`config.mk`:
```
export PLATFORM = sky130hd
export DESIGN_NAME = mpe_voice_allocator
export DESIGN_NICKNAME = d
export VERILOG_FILES = /design/src/hw/rtl/mva_pkg.sv /design/src/hw/rtl/mva_cmd_fifo.sv /design/src/hw/rtl/mva_front.sv /design/src/hw/rtl/mva_back.sv /design/src/hw/rtl/mpe_voice_allocator.sv
export SDC_FILE = /design/constraint.sdc
export NUM_CORES = 2
export LEC_CHECK = 0
export BUFFER_PORTS_ARGS = -buffer_cell sky130_fd_sc_hd__buf_4
export CORE_AREA = 4 4 436 610
export CTS_CLUSTER_SIZE = 20
export DETAILED_ROUTE_END_ITERATION = 8
export DIE_AREA = 0 0 440 614
export PLACE_DENSITY_LB_ADDON = 0.15
export SETUP_SLACK_MARGIN = 0.02
export SYNTH_ARGS = -nofsm -noshare
export SYNTH_HDL_FRONTEND = slang
export SYNTH_HIERARCHICAL = 1
export SYNTH_SLANG_ARGS = --single-unit
export TNS_END_PERCENT = 20
```
`constraint.sdc`:
```
create_clock -name clk -period 11.4 [get_ports clk]
set_clock_uncertainty 0.1 [all_clocks]
set_input_delay 1.14 -clock clk [delete_from_list [all_inputs] [get_ports clk]]
set_output_delay 1.14 -clock clk [all_outputs]
set_load 0.01 [all_outputs]
```
`src/hw/rtl/mva_pkg.sv`:
```
package mva_pkg;

  localparam int VOICES_DEF = 8;
  localparam int CH_COUNT   = 16;

  localparam logic [4:0] MASTER_RST = 5'd0;
  localparam logic [3:0] ACTIVE_RST = 4'd8;
  localparam logic [7:0] DEPTH_RST  = 8'd32;
  localparam logic [14:0] TIMBRE_RST = 15'd8192;
  localparam logic [14:0] Q14_ONE    = 15'd16384;

  typedef enum logic [2:0] {
    OP_NOTE_ON  = 3'd0,
    OP_NOTE_OFF = 3'd1,
    OP_BEND     = 3'd2,
    OP_PRESSURE = 3'd3,
    OP_TIMBRE   = 3'd4,
    OP_ALL_OFF  = 3'd5
  } op_t;

  typedef enum logic [2:0] {
    ACT_PITCH   = 3'd0,
    ACT_LEVEL   = 3'd1,
    ACT_CUTOFF  = 3'd2,
    ACT_GATE_ON = 3'd3,
    ACT_GATE_OFF = 3'd4
  } act_t;

  typedef enum logic [1:0] {
    REG_MASTER = 2'd0,
    REG_ACTIVE = 2'd1,
    REG_DEPTH  = 2'd2
  } reg_idx_t;

  typedef enum logic [2:0] {
    ST_IDLE,
    ST_PICK,
    ST_CHOOSE,
    ST_NEXT,
    ST_EMIT
  } state_t;

  // classified event word passed from front to back
  typedef struct packed {
    op_t                op;
    logic [4:0]         ch;
    logic [6:0]         note;
    logic [6:0]         vel;
    logic signed [15:0] amt;
    logic [14:0]        q;
  } cmd_t;

endpackage

```
`src/hw/rtl/mva_cmd_fifo.sv`:
```
module mva_cmd_fifo (
  input  logic          clk,
  input  logic          rst,
  input  logic          push,
  input  mva_pkg::cmd_t wdata,
  input  logic          pop,
  output mva_pkg::cmd_t rdata,
  output logic          empty,
  output logic          full
);

  mva_pkg::cmd_t mem [2];
  logic       wp;
  logic       rp;
  logic [1:0] count;

  assign rdata = mem[rp];
  assign empty = (count == 2'd0);
  assign full  = (count == 2'd2);

  always_ff @(posedge clk) begin
    if (push) begin
      mem[wp] <= wdata;
    end
    if (rst) begin
      wp    <= 1'b0;
      rp    <= 1'b0;
      count <= 2'd0;
    end else begin
      if (push) wp <= ~wp;
      if (pop) rp <= ~rp;
      count <= count + {1'b0, push} - {1'b0, pop};
    end
  end

endmodule

```
`src/hw/rtl/mva_front.sv`:
```
module mva_front (
  input  logic               start,
  input  logic               full,
  input  logic [2:0]         operation,
  input  logic [4:0]         channel,
  input  logic [6:0]         note,
  input  logic [6:0]         velocity,
  input  logic signed [15:0] amount,
  input  logic [4:0]         master_channel,
  input  logic [3:0]         active_voices,
  output logic               busy,
  output logic               push,
  output mva_pkg::cmd_t      cmd
);

  logic ch_ok;
  logic keep;

  assign busy  = full;
  assign ch_ok = (channel != 5'd0) && (channel <= 5'd16);

  always_comb begin
    case (operation)
      mva_pkg::OP_NOTE_ON:
        keep = ch_ok && (active_voices != 4'd0)
               && !((master_channel != 5'd0) && (channel == master_channel));
      mva_pkg::OP_TIMBRE:   keep = ch_ok;
      mva_pkg::OP_NOTE_OFF,
      mva_pkg::OP_BEND,
      mva_pkg::OP_PRESSURE,
      mva_pkg::OP_ALL_OFF:  keep = 1'b1;
      default:              keep = 1'b0;
    endcase
  end

  always_comb begin
    cmd.op   = mva_pkg::op_t'(operation);
    cmd.ch   = channel;
    cmd.note = note;
    cmd.vel  = velocity;
    cmd.amt  = amount;
    // Q14 clamp to 0..1.0
    if (amount[15]) cmd.q = 15'd0;
    else if (amount > 16'sd16384) cmd.q = mva_pkg::Q14_ONE;
    else cmd.q = amount[14:0];
  end

  assign push = start && !full && keep;

endmodule

```
`src/hw/rtl/mva_back.sv`:
```
module mva_back #(
  parameter int VOICES = mva_pkg::VOICES_DEF,
  localparam int VIW = (VOICES > 1) ? $clog2(VOICES) : 1,
  localparam int CW  = $clog2(VOICES + 1)
) (
  input  logic               clk,
  input  logic               rst,
  input  logic               empty,
  input  mva_pkg::cmd_t      head,
  output logic               pop,
  input  logic [3:0]         active_voices,
  input  logic [7:0]         cutoff_depth,
  output logic               valid,
  output logic [VIW-1:0]     voice_index,
  output logic [2:0]         action,
  output logic signed [16:0] pitch,
  output logic [21:0]        level,
  output logic signed [22:0] cutoff_offset,
  output logic               last
);

  mva_pkg::state_t state, state_next;
  mva_pkg::cmd_t   cmd;

  logic [4:0]  v_ch     [VOICES];
  logic [6:0]  v_note   [VOICES];
  logic        v_held   [VOICES];
  logic [31:0] v_stamp  [VOICES];
  logic signed [15:0] v_bend [VOICES];
  logic [6:0]  v_vel    [VOICES];
  logic [14:0] v_press  [VOICES];
  logic [14:0] v_timbre [VOICES];
  logic [14:0] ch_timbre [mva_pkg::CH_COUNT];
  logic [31:0] age;

  logic [VOICES-1:0] mask, mask_load, cur_bit;
  logic [VIW-1:0]    cnt, cur, bf, ba, pe, rd;
  logic [31:0]       bf_stamp, ba_stamp;
  logic              found_free, last_flag;
  logic [CW-1:0]     nv;
  logic [VIW-1:0]    n_last;
  logic [3:0]        cti;
  logic [3:0]        head_cti;

  assign nv = ({1'b0, active_voices} > 5'(VOICES)) ? CW'(VOICES) : CW'(active_voices);
  assign n_last   = VIW'(nv - CW'(1));
  assign cti      = 4'(cmd.ch[3:0] - 4'd1);
  assign head_cti = 4'(head.ch[3:0] - 4'd1);
  assign pop      = (state == mva_pkg::ST_IDLE) && !empty;
  assign rd       = (state == mva_pkg::ST_PICK) ? cnt : cur;

  // voices touched by the head event
  always_comb begin
    for (int i = 0; i < VOICES; i++) begin
      if (head.op == mva_pkg::OP_ALL_OFF)
        mask_load[i] = (CW'(i) < nv) && ((head.ch == 5'd0) || (v_ch[i] == head.ch));
      else if (head.op == mva_pkg::OP_NOTE_OFF)
        mask_load[i] = (CW'(i) < nv) && v_held[i] && (v_ch[i] == head.ch)
                       && (v_note[i] == head.note);
      else
        mask_load[i] = (CW'(i) < nv) && v_held[i] && (v_ch[i] == head.ch);
    end
  end

  // lowest set bit
  always_comb begin
    pe = '0;
    for (int i = VOICES - 1; i >= 0; i--) begin
      if (mask[i]) pe = VIW'(i);
    end
    cur_bit = '0;
    cur_bit[pe] = 1'b1;
  end

  always_ff @(posedge clk) begin
    if (rst) state <= mva_pkg::ST_IDLE;
    else state <= state_next;
  end

  always_comb begin
    state_next = state;
    case (state)
      mva_pkg::ST_IDLE: begin
        if (!empty) begin
          state_next = (head.op == mva_pkg::OP_NOTE_ON) ? mva_pkg::ST_PICK
                                                         : mva_pkg::ST_NEXT;
        end
      end
      mva_pkg::ST_PICK:   if (cnt == n_last) state_next = mva_pkg::ST_CHOOSE;
      mva_pkg::ST_CHOOSE: state_next = mva_pkg::ST_NEXT;
      mva_pkg::ST_NEXT:   state_next = (mask == '0) ? mva_pkg::ST_IDLE : mva_pkg::ST_EMIT;
      mva_pkg::ST_EMIT:   state_next = last_flag ? mva_pkg::ST_IDLE : mva_pkg::ST_NEXT;
      default:            state_next = mva_pkg::ST_IDLE;
    endcase
  end

  always_ff @(posedge clk) begin
    if (rst) begin
      valid <= 1'b0;
      age   <= '0;
      for (int i = 0; i < VOICES; i++) begin
        v_ch[i]     <= '0;
        v_note[i]   <= '0;
        v_held[i]   <= 1'b0;
        v_stamp[i]  <= '0;
        v_bend[i]   <= '0;
        v_vel[i]    <= '0;
        v_press[i]  <= '0;
        v_timbre[i] <= '0;
      end
      for (int c = 0; c < mva_pkg::CH_COUNT; c++) ch_timbre[c] <= mva_pkg::TIMBRE_RST;
    end else begin
      valid <= (state == mva_pkg::ST_EMIT);
      case (state)
        mva_pkg::ST_IDLE: begin
          if (!empty) begin
            cmd        <= head;
            mask       <= mask_load;
            cnt        <= '0;
            found_free <= 1'b0;
            if (head.op == mva_pkg::OP_TIMBRE) ch_timbre[head_cti] <= head.q;
          end
        end
        mva_pkg::ST_PICK: begin
          // oldest released voice, and oldest overall as fallback
          if (!v_held[rd] && (!found_free || v_stamp[rd] < bf_stamp)) begin
            bf         <= rd;
            bf_stamp   <= v_stamp[rd];
            found_free <= 1'b1;
          end
          if (cnt == '0 || v_stamp[rd] < ba_stamp) begin
            ba       <= rd;
            ba_stamp <= v_stamp[rd];
          end
          cnt <= cnt + VIW'(1);
        end
        mva_pkg::ST_CHOOSE: begin
          mask <= VOICES'(1) << (found_free ? bf : ba);
        end
        mva_pkg::ST_NEXT: begin
          if (mask != '0) begin
            cur <= pe;
            if (cmd.op == mva_pkg::OP_NOTE_OFF || cmd.op == mva_pkg::OP_NOTE_ON) begin
              mask      <= '0;
              last_flag <= 1'b1;
            end else begin
              mask      <= mask & ~cur_bit;
              last_flag <= ((mask & ~cur_bit) == '0);
            end
            case (cmd.op)
              mva_pkg::OP_NOTE_ON: begin
                age           <= age + 32'd1;
                v_ch[pe]      <= cmd.ch;
                v_note[pe]    <= cmd.note;
                v_held[pe]    <= 1'b1;
                v_stamp[pe]   <= age + 32'd1;
                v_bend[pe]    <= '0;
                v_vel[pe]     <= cmd.vel;
                v_timbre[pe]  <= ch_timbre[cti];
                v_press[pe]   <= '0;
              end
              mva_pkg::OP_NOTE_OFF,
              mva_pkg::OP_ALL_OFF:  v_held[pe]   <= 1'b0;
              mva_pkg::OP_BEND:     v_bend[pe]   <= cmd.amt;
              mva_pkg::OP_PRESSURE: v_press[pe]  <= cmd.q;
              mva_pkg::OP_TIMBRE:   v_timbre[pe] <= cmd.q;
              default: ;
            endcase
          end
        end
        mva_pkg::ST_EMIT: begin
          last          <= last_flag;
          voice_index   <= cur;
          pitch         <= 17'($signed({1'b0, v_note[rd], 8'd0}) + 18'(v_bend[rd]));
          level         <= 22'(v_vel[rd]) * (22'(v_press[rd]) + 22'd16384);
          cutoff_offset <= 23'($signed({1'b0, v_timbre[rd], 1'b0} - 17'sd16384))
                           * 23'($signed({1'b0, cutoff_depth}));
          case (cmd.op)
            mva_pkg::OP_NOTE_ON:  action <= mva_pkg::ACT_GATE_ON;
            mva_pkg::OP_BEND:     action <= mva_pkg::ACT_PITCH;
            mva_pkg::OP_PRESSURE: action <= mva_pkg::ACT_LEVEL;
            mva_pkg::OP_TIMBRE:   action <= mva_pkg::ACT_CUTOFF;
            default:              action <= mva_pkg::ACT_GATE_OFF;
          endcase
        end
        default: ;
      endcase
    end
  end

endmodule

```
`src/hw/rtl/mpe_voice_allocator.sv`:
```
// channel | direction | handshake          | word
// event   | in        | start / busy       | operation, channel, note, velocity, amount
// config  | in        | cfg_we             | cfg_index, cfg_data
// update  | out       | valid (one cycle)  | voice_index, action, pitch, level,
//         |           |                    | cutoff_offset, last
//
// An event word is taken when start is high and busy low; busy only rises
// when the two-entry event queue is full. The back end runs one event at a
// time: it pops the word from idle; note-on then scans one voice a cycle over
// the voices in use and then chooses one in a choose state. Each update
// passes a voice write state and the output register; an event with no
// update goes from the write state straight back to idle.
// Synchronous active-high reset; no clearing pass. Updates cannot be held off.
module mpe_voice_allocator #(
  parameter int VOICES = mva_pkg::VOICES_DEF,
  localparam int VIW = (VOICES > 1) ? $clog2(VOICES) : 1
) (
  input  logic               clk,
  input  logic               rst,
  input  logic               start,
  output logic               busy,
  input  logic [2:0]         operation,
  input  logic [4:0]         channel,
  input  logic [6:0]         note,
  input  logic [6:0]         velocity,
  input  logic signed [15:0] amount,
  input  logic               cfg_we,
  input  logic [1:0]         cfg_index,
  input  logic [7:0]         cfg_data,
  output logic               valid,
  output logic [VIW-1:0]     voice_index,
  output logic [2:0]         action,
  output logic signed [16:0] pitch,
  output logic [21:0]        level,
  output logic signed [22:0] cutoff_offset,
  output logic               last
);

  logic [4:0] master_channel;
  logic [3:0] active_voices;
  logic [7:0] cutoff_depth;

  mva_pkg::cmd_t f_cmd, q_head;
  logic push, pop, empty, full;

  // config registers
  always_ff @(posedge clk) begin
    if (rst) begin
      master_channel <= mva_pkg::MASTER_RST;
      active_voices  <= mva_pkg::ACTIVE_RST;
      cutoff_depth   <= mva_pkg::DEPTH_RST;
    end else if (cfg_we) begin
      case (mva_pkg::reg_idx_t'(cfg_index))
        mva_pkg::REG_MASTER: master_channel <= cfg_data[4:0];
        mva_pkg::REG_ACTIVE: active_voices  <= cfg_data[3:0];
        mva_pkg::REG_DEPTH:  cutoff_depth   <= cfg_data;
        default: ;
      endcase
    end
  end

  // front: accept, drop ignored events, clamp Q14
  mva_front u_front (
    .start          (start),
    .full           (full),
    .operation      (operation),
    .channel        (channel),
    .note           (note),
    .velocity       (velocity),
    .amount         (amount),
    .master_channel (master_channel),
    .active_voices  (active_voices),
    .busy           (busy),
    .push           (push),
    .cmd            (f_cmd)
  );

  mva_cmd_fifo u_fifo (
    .clk   (clk),
    .rst   (rst),
    .push  (push),
    .wdata (f_cmd),
    .pop   (pop),
    .rdata (q_head),
    .empty (empty),
    .full  (full)
  );

  // back: voice state, age scan and update sequencer
  mva_back #(.VOICES(VOICES)) u_back (
    .clk           (clk),
    .rst           (rst),
    .empty         (empty),
    .head          (q_head),
    .pop           (pop),
    .active_voices (active_voices),
    .cutoff_depth  (cutoff_depth),
    .valid         (valid),
    .voice_index   (voice_index),
    .action        (action),
    .pitch         (pitch),
    .level         (level),
    .cutoff_offset (cutoff_offset),
    .last          (last)
  );

endmodule
```
# Word-level counts from Yosys, hierarchy flattened
# Memories as Yosys holds them, arrays and structs flattened. A register that Yosys moved wholly into a read port is not among the register bits.
# Cells that the tools add are included.
# op_classes
n_lt_le_gt_ge	15
reduce_logical	97
mux	115
addsub	10
n_eq_ne	42
multipliers	2
n_bitwise	10
shifts	1
# ops
op	n
15-bit 2-to-1 mux	7
1-bit 2-to-1 mux	66
3-bit 2-to-1 mux	22
32-bit less-than comparator	2
7-bit equality test	8
5-bit equality test	9
15-bit OR reduction	3
1-bit logical AND	41
32-bit by 1-bit adder with 32-bit output, second input constant	1
16-bit 2-to-1 mux	2
32-bit 2-to-1 mux	1
32-bit OR reduction	1
8-bit 2-to-1 mux	3
8-bit case mux with 3 select lines	1
17-bit by 9-bit multiplier with 23-bit output	1
7-bit by 22-bit multiplier with 22-bit output	1
3-bit equality test, second input constant	7
3-bit by 2-bit equality test with 1-bit output, second input constant	6
3-bit AND reduction	6
16-bit by 16-bit adder with 17-bit output	1
16-bit by 15-bit subtractor with 17-bit output, second input constant	1
15-bit by 15-bit adder with 16-bit output, second input constant	1
16-bit greater-than comparator, second input constant	1
8-bit zero test	2
51 further kinds	98
# totals
input_bits	52
ram_bits	1130
memories	10
elab_cells	332
ff_bits	265
# mem_list
name	depth	word_bits	read_ports	rd_ports_with_merged_regs	write_ports	line_no	source
u_back.v_stamp	8	32	1	0	8	mva_back.sv:28	logic [31:0] v_stamp [VOICES];
u_back.ch_timbre	16	15	1	0	16	mva_back.sv:33	logic [14:0] ch_timbre [mva_pkg::CH_COUNT];
u_back.v_bend	8	16	1	0	8	mva_back.sv:29	logic signed [15:0] v_bend [VOICES];
u_back.v_press	8	15	1	0	8	mva_back.sv:31	logic [14:0] v_press [VOICES];
u_back.v_timbre	8	15	1	0	8	mva_back.sv:32	logic [14:0] v_timbre [VOICES];
u_fifo.mem	2	53	1	1	1	mva_cmd_fifo.sv:12	mva_pkg::cmd_t mem [2];
+4 memories	n/a	n/a	n/a	n/a	n/a	n/a	

# Depth between registers and ports, before layout
# logic_depth
word_depth	17
mapped_depth	28
depth_no_buf	24

# By module
# The synthesis kept the hierarchy.
# modules_own_cells
module	instances	area_per_inst_um2	cells_each	seq_area_each_um2
mva_back	1	64302.9	4721	37686.1
mva_cmd_fifo	1	4295.4	186	3283.1
mpe_voice_allocator	1	723.2	68	340.3
mva_front	1	575.6	82	0.0

# Worst setup path before layout
# OpenSTA, ideal clock, no wires.
# synth_timing
path_type	in2reg
startpoint	in rst
endpoint	reg u_back.action[0] (enable)
path_slack_ns	2.711
setup_time_ns	0.662
required_time_ns	10.638
arrival_time_ns	7.927
path_stages	3
path_cell_list	clkbuf_1 -> clkbuf_1 -> nor4_1
# synth_between
elab_chain_len	2
# synth_lines
item	line_no	source
start: declaration	mpe_voice_allocator.sv:19	input logic rst,
1-bit inverter (no source line)	n/a	
2-bit AND reduction (no source line)	n/a	
end signal: assignment	mva_back.sv:179	mva_pkg::OP_NOTE_ON: action <= mva_pkg::ACT_GATE_ON;
end signal: assignment	mva_back.sv:180	mva_pkg::OP_BEND: action <= mva_pkg::ACT_PITCH;
end signal: assignment	mva_back.sv:181	mva_pkg::OP_PRESSURE: action <= mva_pkg::ACT_LEVEL;
end: declaration	mva_back.sv:15	output logic [2:0] action,
# Every way passes these cells.
# A chain may end at the register's enable or synchronous reset.

# Final worst setup path
# layout_timing
startpoint	reg u_back.state[0]
endpoint	reg u_back.level[21] (data pin)
# layout_between
elab_chain_len	5
word_cells_on_any_way	6
cone_classes	add/sub (1); mul (1); eq/ne (1); mux (1); memory (2)
# layout_lines
item	line_no	source
start: declaration	mva_back.sv:22	mva_pkg::state_t state, state_next;
start signal: assignment	mva_back.sv:76	if (rst) state <= mva_pkg::ST_IDLE;
start signal: assignment	mva_back.sv:77	else state <= state_next;
3-bit by 1-bit equality test with 1-bit output (*)	mva_back.sv:50	assign rd = (state == mva_pkg::ST_PICK) ? cnt : cur;
3-bit 2-to-1 mux (*)	mva_back.sv:50	
memory 8 x 15 bit	n/a	
15-bit by 15-bit adder with 16-bit output	mva_back.sv:175	level <= 22'(v_vel[rd]) * (22'(v_press[rd]) + 22'd16384);
7-bit by 22-bit multiplier with 22-bit output (*)	mva_back.sv:175	
end signal: assignment	mva_back.sv:175	
end: declaration	mva_back.sv:17	output logic [21:0] level,
# Every way passes the cells marked *; elsewhere a longest branch is shown, timed or not.

==> impl_metrics.toml <==
[timing]
grt_setup_unrepaired = "no"
final.hold.worst_slack_ns = 0.396
setup-violations-final = 0
max_slew.worst_pin.slew_ns = 1.31
clock.fmax_mhz = 112
maxSlewViolCount = 0
fin_crit_ns = 8.94
timing.slew.headroom_pct = 12.1
final.setup.tns_ns = 0
final_hold_viol_count = 0
layout_worst_path_cycle_share_pct = 78.4
timing.final.ws_setup_ns = 2.46

[pwr]
vdd.ir_drop.worst_uv = 144
power.density_cell_area_nw_per_um2 = 229
power.static_leakage_uw = 0.0288

[die]
fp.dieArea_um2 = 270000
row_count = 222
core_um2 = 261000
die_y_um = 614
io_pins = 123
die_width_um = 440
start_util_pct = 26.8

[route]
drt-wirelength-per-cell_um = 23.8
detail_route.wirelength_um = 208000
vias = 39600
drt_drc_violations_left = 0
post_drt_via_cell_ratio = 4.54
drt_iter0_drc = 2353
final_antenna_net_count = 0
drt_first_pass_iters = 5

[synth]
post_synthesis_adder_cell_area_fraction_pct = 7.50
synth-xor-area-share_pct = 2.56
synthesis.instances = 5057
synth_common_cells = "edfxtp_1 (1337), nor2_1 (786), and2_1 (420)"
synth_top_cells_by_area = "edfxtp_1 (57%), mux4_2 (8.2%), fa_1 (4.6%), nor2_1 (4.2%), and2_1 (3.8%)"
synth_top_family_by_area = "simple AND/OR/NAND/NOR gates"
synth_sequential_area_ratio_pct = 59.1
yosysTopAreaCellShare_pct = 57.4
post-synth-top-area-cell = "edfxtp_1"
synth.ff_latch_count = 1395
synth-compound-area-share_pct = 2.57
ys_dominant_reg_cell = "edfxtp_1"
netlist_area_um2 = 69900
synth_enable_flop_cells = 1337
async_flop_share_pct = 0
syn_area_per_cell_um2 = 13.8
post-synth-top-count-cell = "edfxtp_1"
yosysWarnings = 6
yosys.area_share.simple_pct = 13.2
synth_mux_area_share_pct = 11.2
synth_cell_type_count = 83

[setup_path]
critPathArrivalTime_ns = 9.41
worst-setup-path-type = "reg2reg"
critPathCaptureType = "register"
critPathLaunchType = "register"
worst-path-max-fanout = 29
critPathRequiredTime_ns = 11.87

[clocking]
cts_inserted_buffers = 159
tritoncts_clock_tree = "done"
cts_root_buf = "clkbuf_16"
cts.clk_slew.worst_paths_ns = 0.07
cts-htree-levels = 4
cts_hold_repair.buffers = 0
clk_latency_ns = 0.83
cts.sink_count = 1395
max-clock-path-buffers = 4
cts_setup_buffers = 0
post_cts_resize_count = 0

[placed_design]
port-buffer-count = 121
pre_cts_slack_ns = 2.32
post-dp-hpwl_um = 137000
gp_congestion = 0.790

[grt]
grt_pass1_wl_um = 300000
grt_max_degree = 79
first_global_vias = 42100
grt_antenna_before_repair = 9
grt.overflow.total = 0
globalRouteTotalUtil_pct = 15.2

[layout]
num-nets-final = 5524
area.growth.synth_to_final_pct = 13.7
layout-drive-gt1-share_pct = 17.2
final_core_util_pct = 30.5

[hold_path]
timing.hold.worst.class = "reg2reg"

[status]
outcome = "finished, final reports clean"

[job]
max-cap-violations = 0
==> critical path: stages, from the launching register on <==
cell and delay, ns:
dfxtp_1 0.64, or3b_1 0.64, a21oi_4 0.72, buf_4 0.66
mux4_2 0.61, mux2i_4 0.50, or2_2 0.23, fa_1 0.44
fa_1 0.54, inv_1 0.05, fa_1 0.52, inv_1 0.05
fa_1 0.53, inv_1 0.04, ha_1 0.35, o21a_1 0.23
o2111ai_1 0.22, o211ai_1 0.17, a2111oi_0 0.71, o21ai_0 0.26
a31oi_1 0.22, o21bai_1 0.09, xnor2_1 0.13
==> report_power, final <==
part	internal, uW	switching, uW
clock network	2830	2120
registers	6180	232
logic	2690	4140
==> layout make-up <==
class / instances / area [um2]
clock inverter: 62 / 563
inverter: 282 / 1070
timing repair buffer: 225 / 1700
multi-input combinational: 3088 / 26200
clock buffer: 213 / 4270
fill: 26300 / 181000
antenna: 3 / 7.51
sequential: 1395 / 41300
tap: 3472 / 4340
==> cells in the final DEF (no fill, tap or decap), types with 21 or more instances in the layout <==
master | synthesis | layout
edfxtp_1 | 1337 | 1337
nor2_1 | 786 | 786
and2_1 | 420 | 419
inv_1 | 276 | 276
mux4_2 | 255 | 255
nand2_1 | 251 | 250
buf_4 | 60 | 224
fa_1 | 162 | 162
clkbuf_16 | 0 | 160
ha_1 | 159 | 158
xnor2_1 | 115 | 114
nand2b_1 | 101 | 93
xor2_1 | 87 | 87
nor2b_1 | 85 | 84
a21oi_1 | 60 | 60
dfxtp_1 | 58 | 57
mux2_4 | 50 | 50
clkbuf_1 | 154 | 46
or2_2 | 46 | 46
mux2i_1 | 45 | 43
o21ai_0 | 37 | 36
or3_1 | 35 | 33
a21o_1 | 31 | 31
nor3_1 | 32 | 29
nand4_1 | 29 | 29
clkinv_1 | 2 | 28
mux2i_4 | 27 | 28
nand3_1 | 32 | 28
o21bai_1 | 32 | 21
==> final timing paths <==
check | from | end | slack (ns) | cells after the start
max | u_back/state[0]$_SDFFE_PP0P_ | u_back/level[21]$_DFFE_PP_ | 2.46 | 22
min | u_back/age[1]$_SDFFE_PP0P_ | u_back/age[1]$_SDFFE_PP0P_ | 0.40 | 2
max reg2reg | u_back/state[0]$_SDFFE_PP0P_ | u_back/level[21]$_DFFE_PP_ | 2.46 | 22
min reg2reg | u_back/age[1]$_SDFFE_PP0P_ | u_back/age[1]$_SDFFE_PP0P_ | 0.40 | 2
==> registers in the layout (all words and copies together) (netlist names), 53 cells and up, named ones only <==
name / count
u_back/v_vel: 56
u_back/v_note: 56
u_back/v_press: 120
u_back/v_bend: 128
u_back/ch_timbre: 240
u_back/cmd: 53
u_back/v_timbre: 120
u_fifo/mem: 106
u_back/v_stamp: 256
==> metal layers <==
metal | track usage (%) | up-vias | share of wire, %
li1 | - | 18100 | -
met1 | 19.0 | 20700 | 42
met2 | 27.8 | 687 | 52
met3 | 1.86 | 237 | 3.6
met4 | 3.56 | 0 | 2.2
met5 | 0 | - | 0
==> metrics by stage <==
step                      power, uW  instance area [um2]  instances
after floorplan               11400                69900       5058
after global placement        13500                74600       8462
after detailed placement      13500                74600       8462
after CTS                     18600                79400       8737
after global routing          19500                79400       8738
final                         18200                79500       8740
==> kinds of logic (layout without fill, tap and decap cells) <==
logic type | count (synthesis) | after routing
compound gates | 265 | 265
xor+xnor | 203 | 203
fa+ha+maj | 322 | 322
buf+inv | 575 | 782
flops | 1395 | 1395
mux | 398 | 398
other cells | 1 | 5
simple gates | 1898 | 1898
Note: power is estimated with default switching activity, not from simulation.
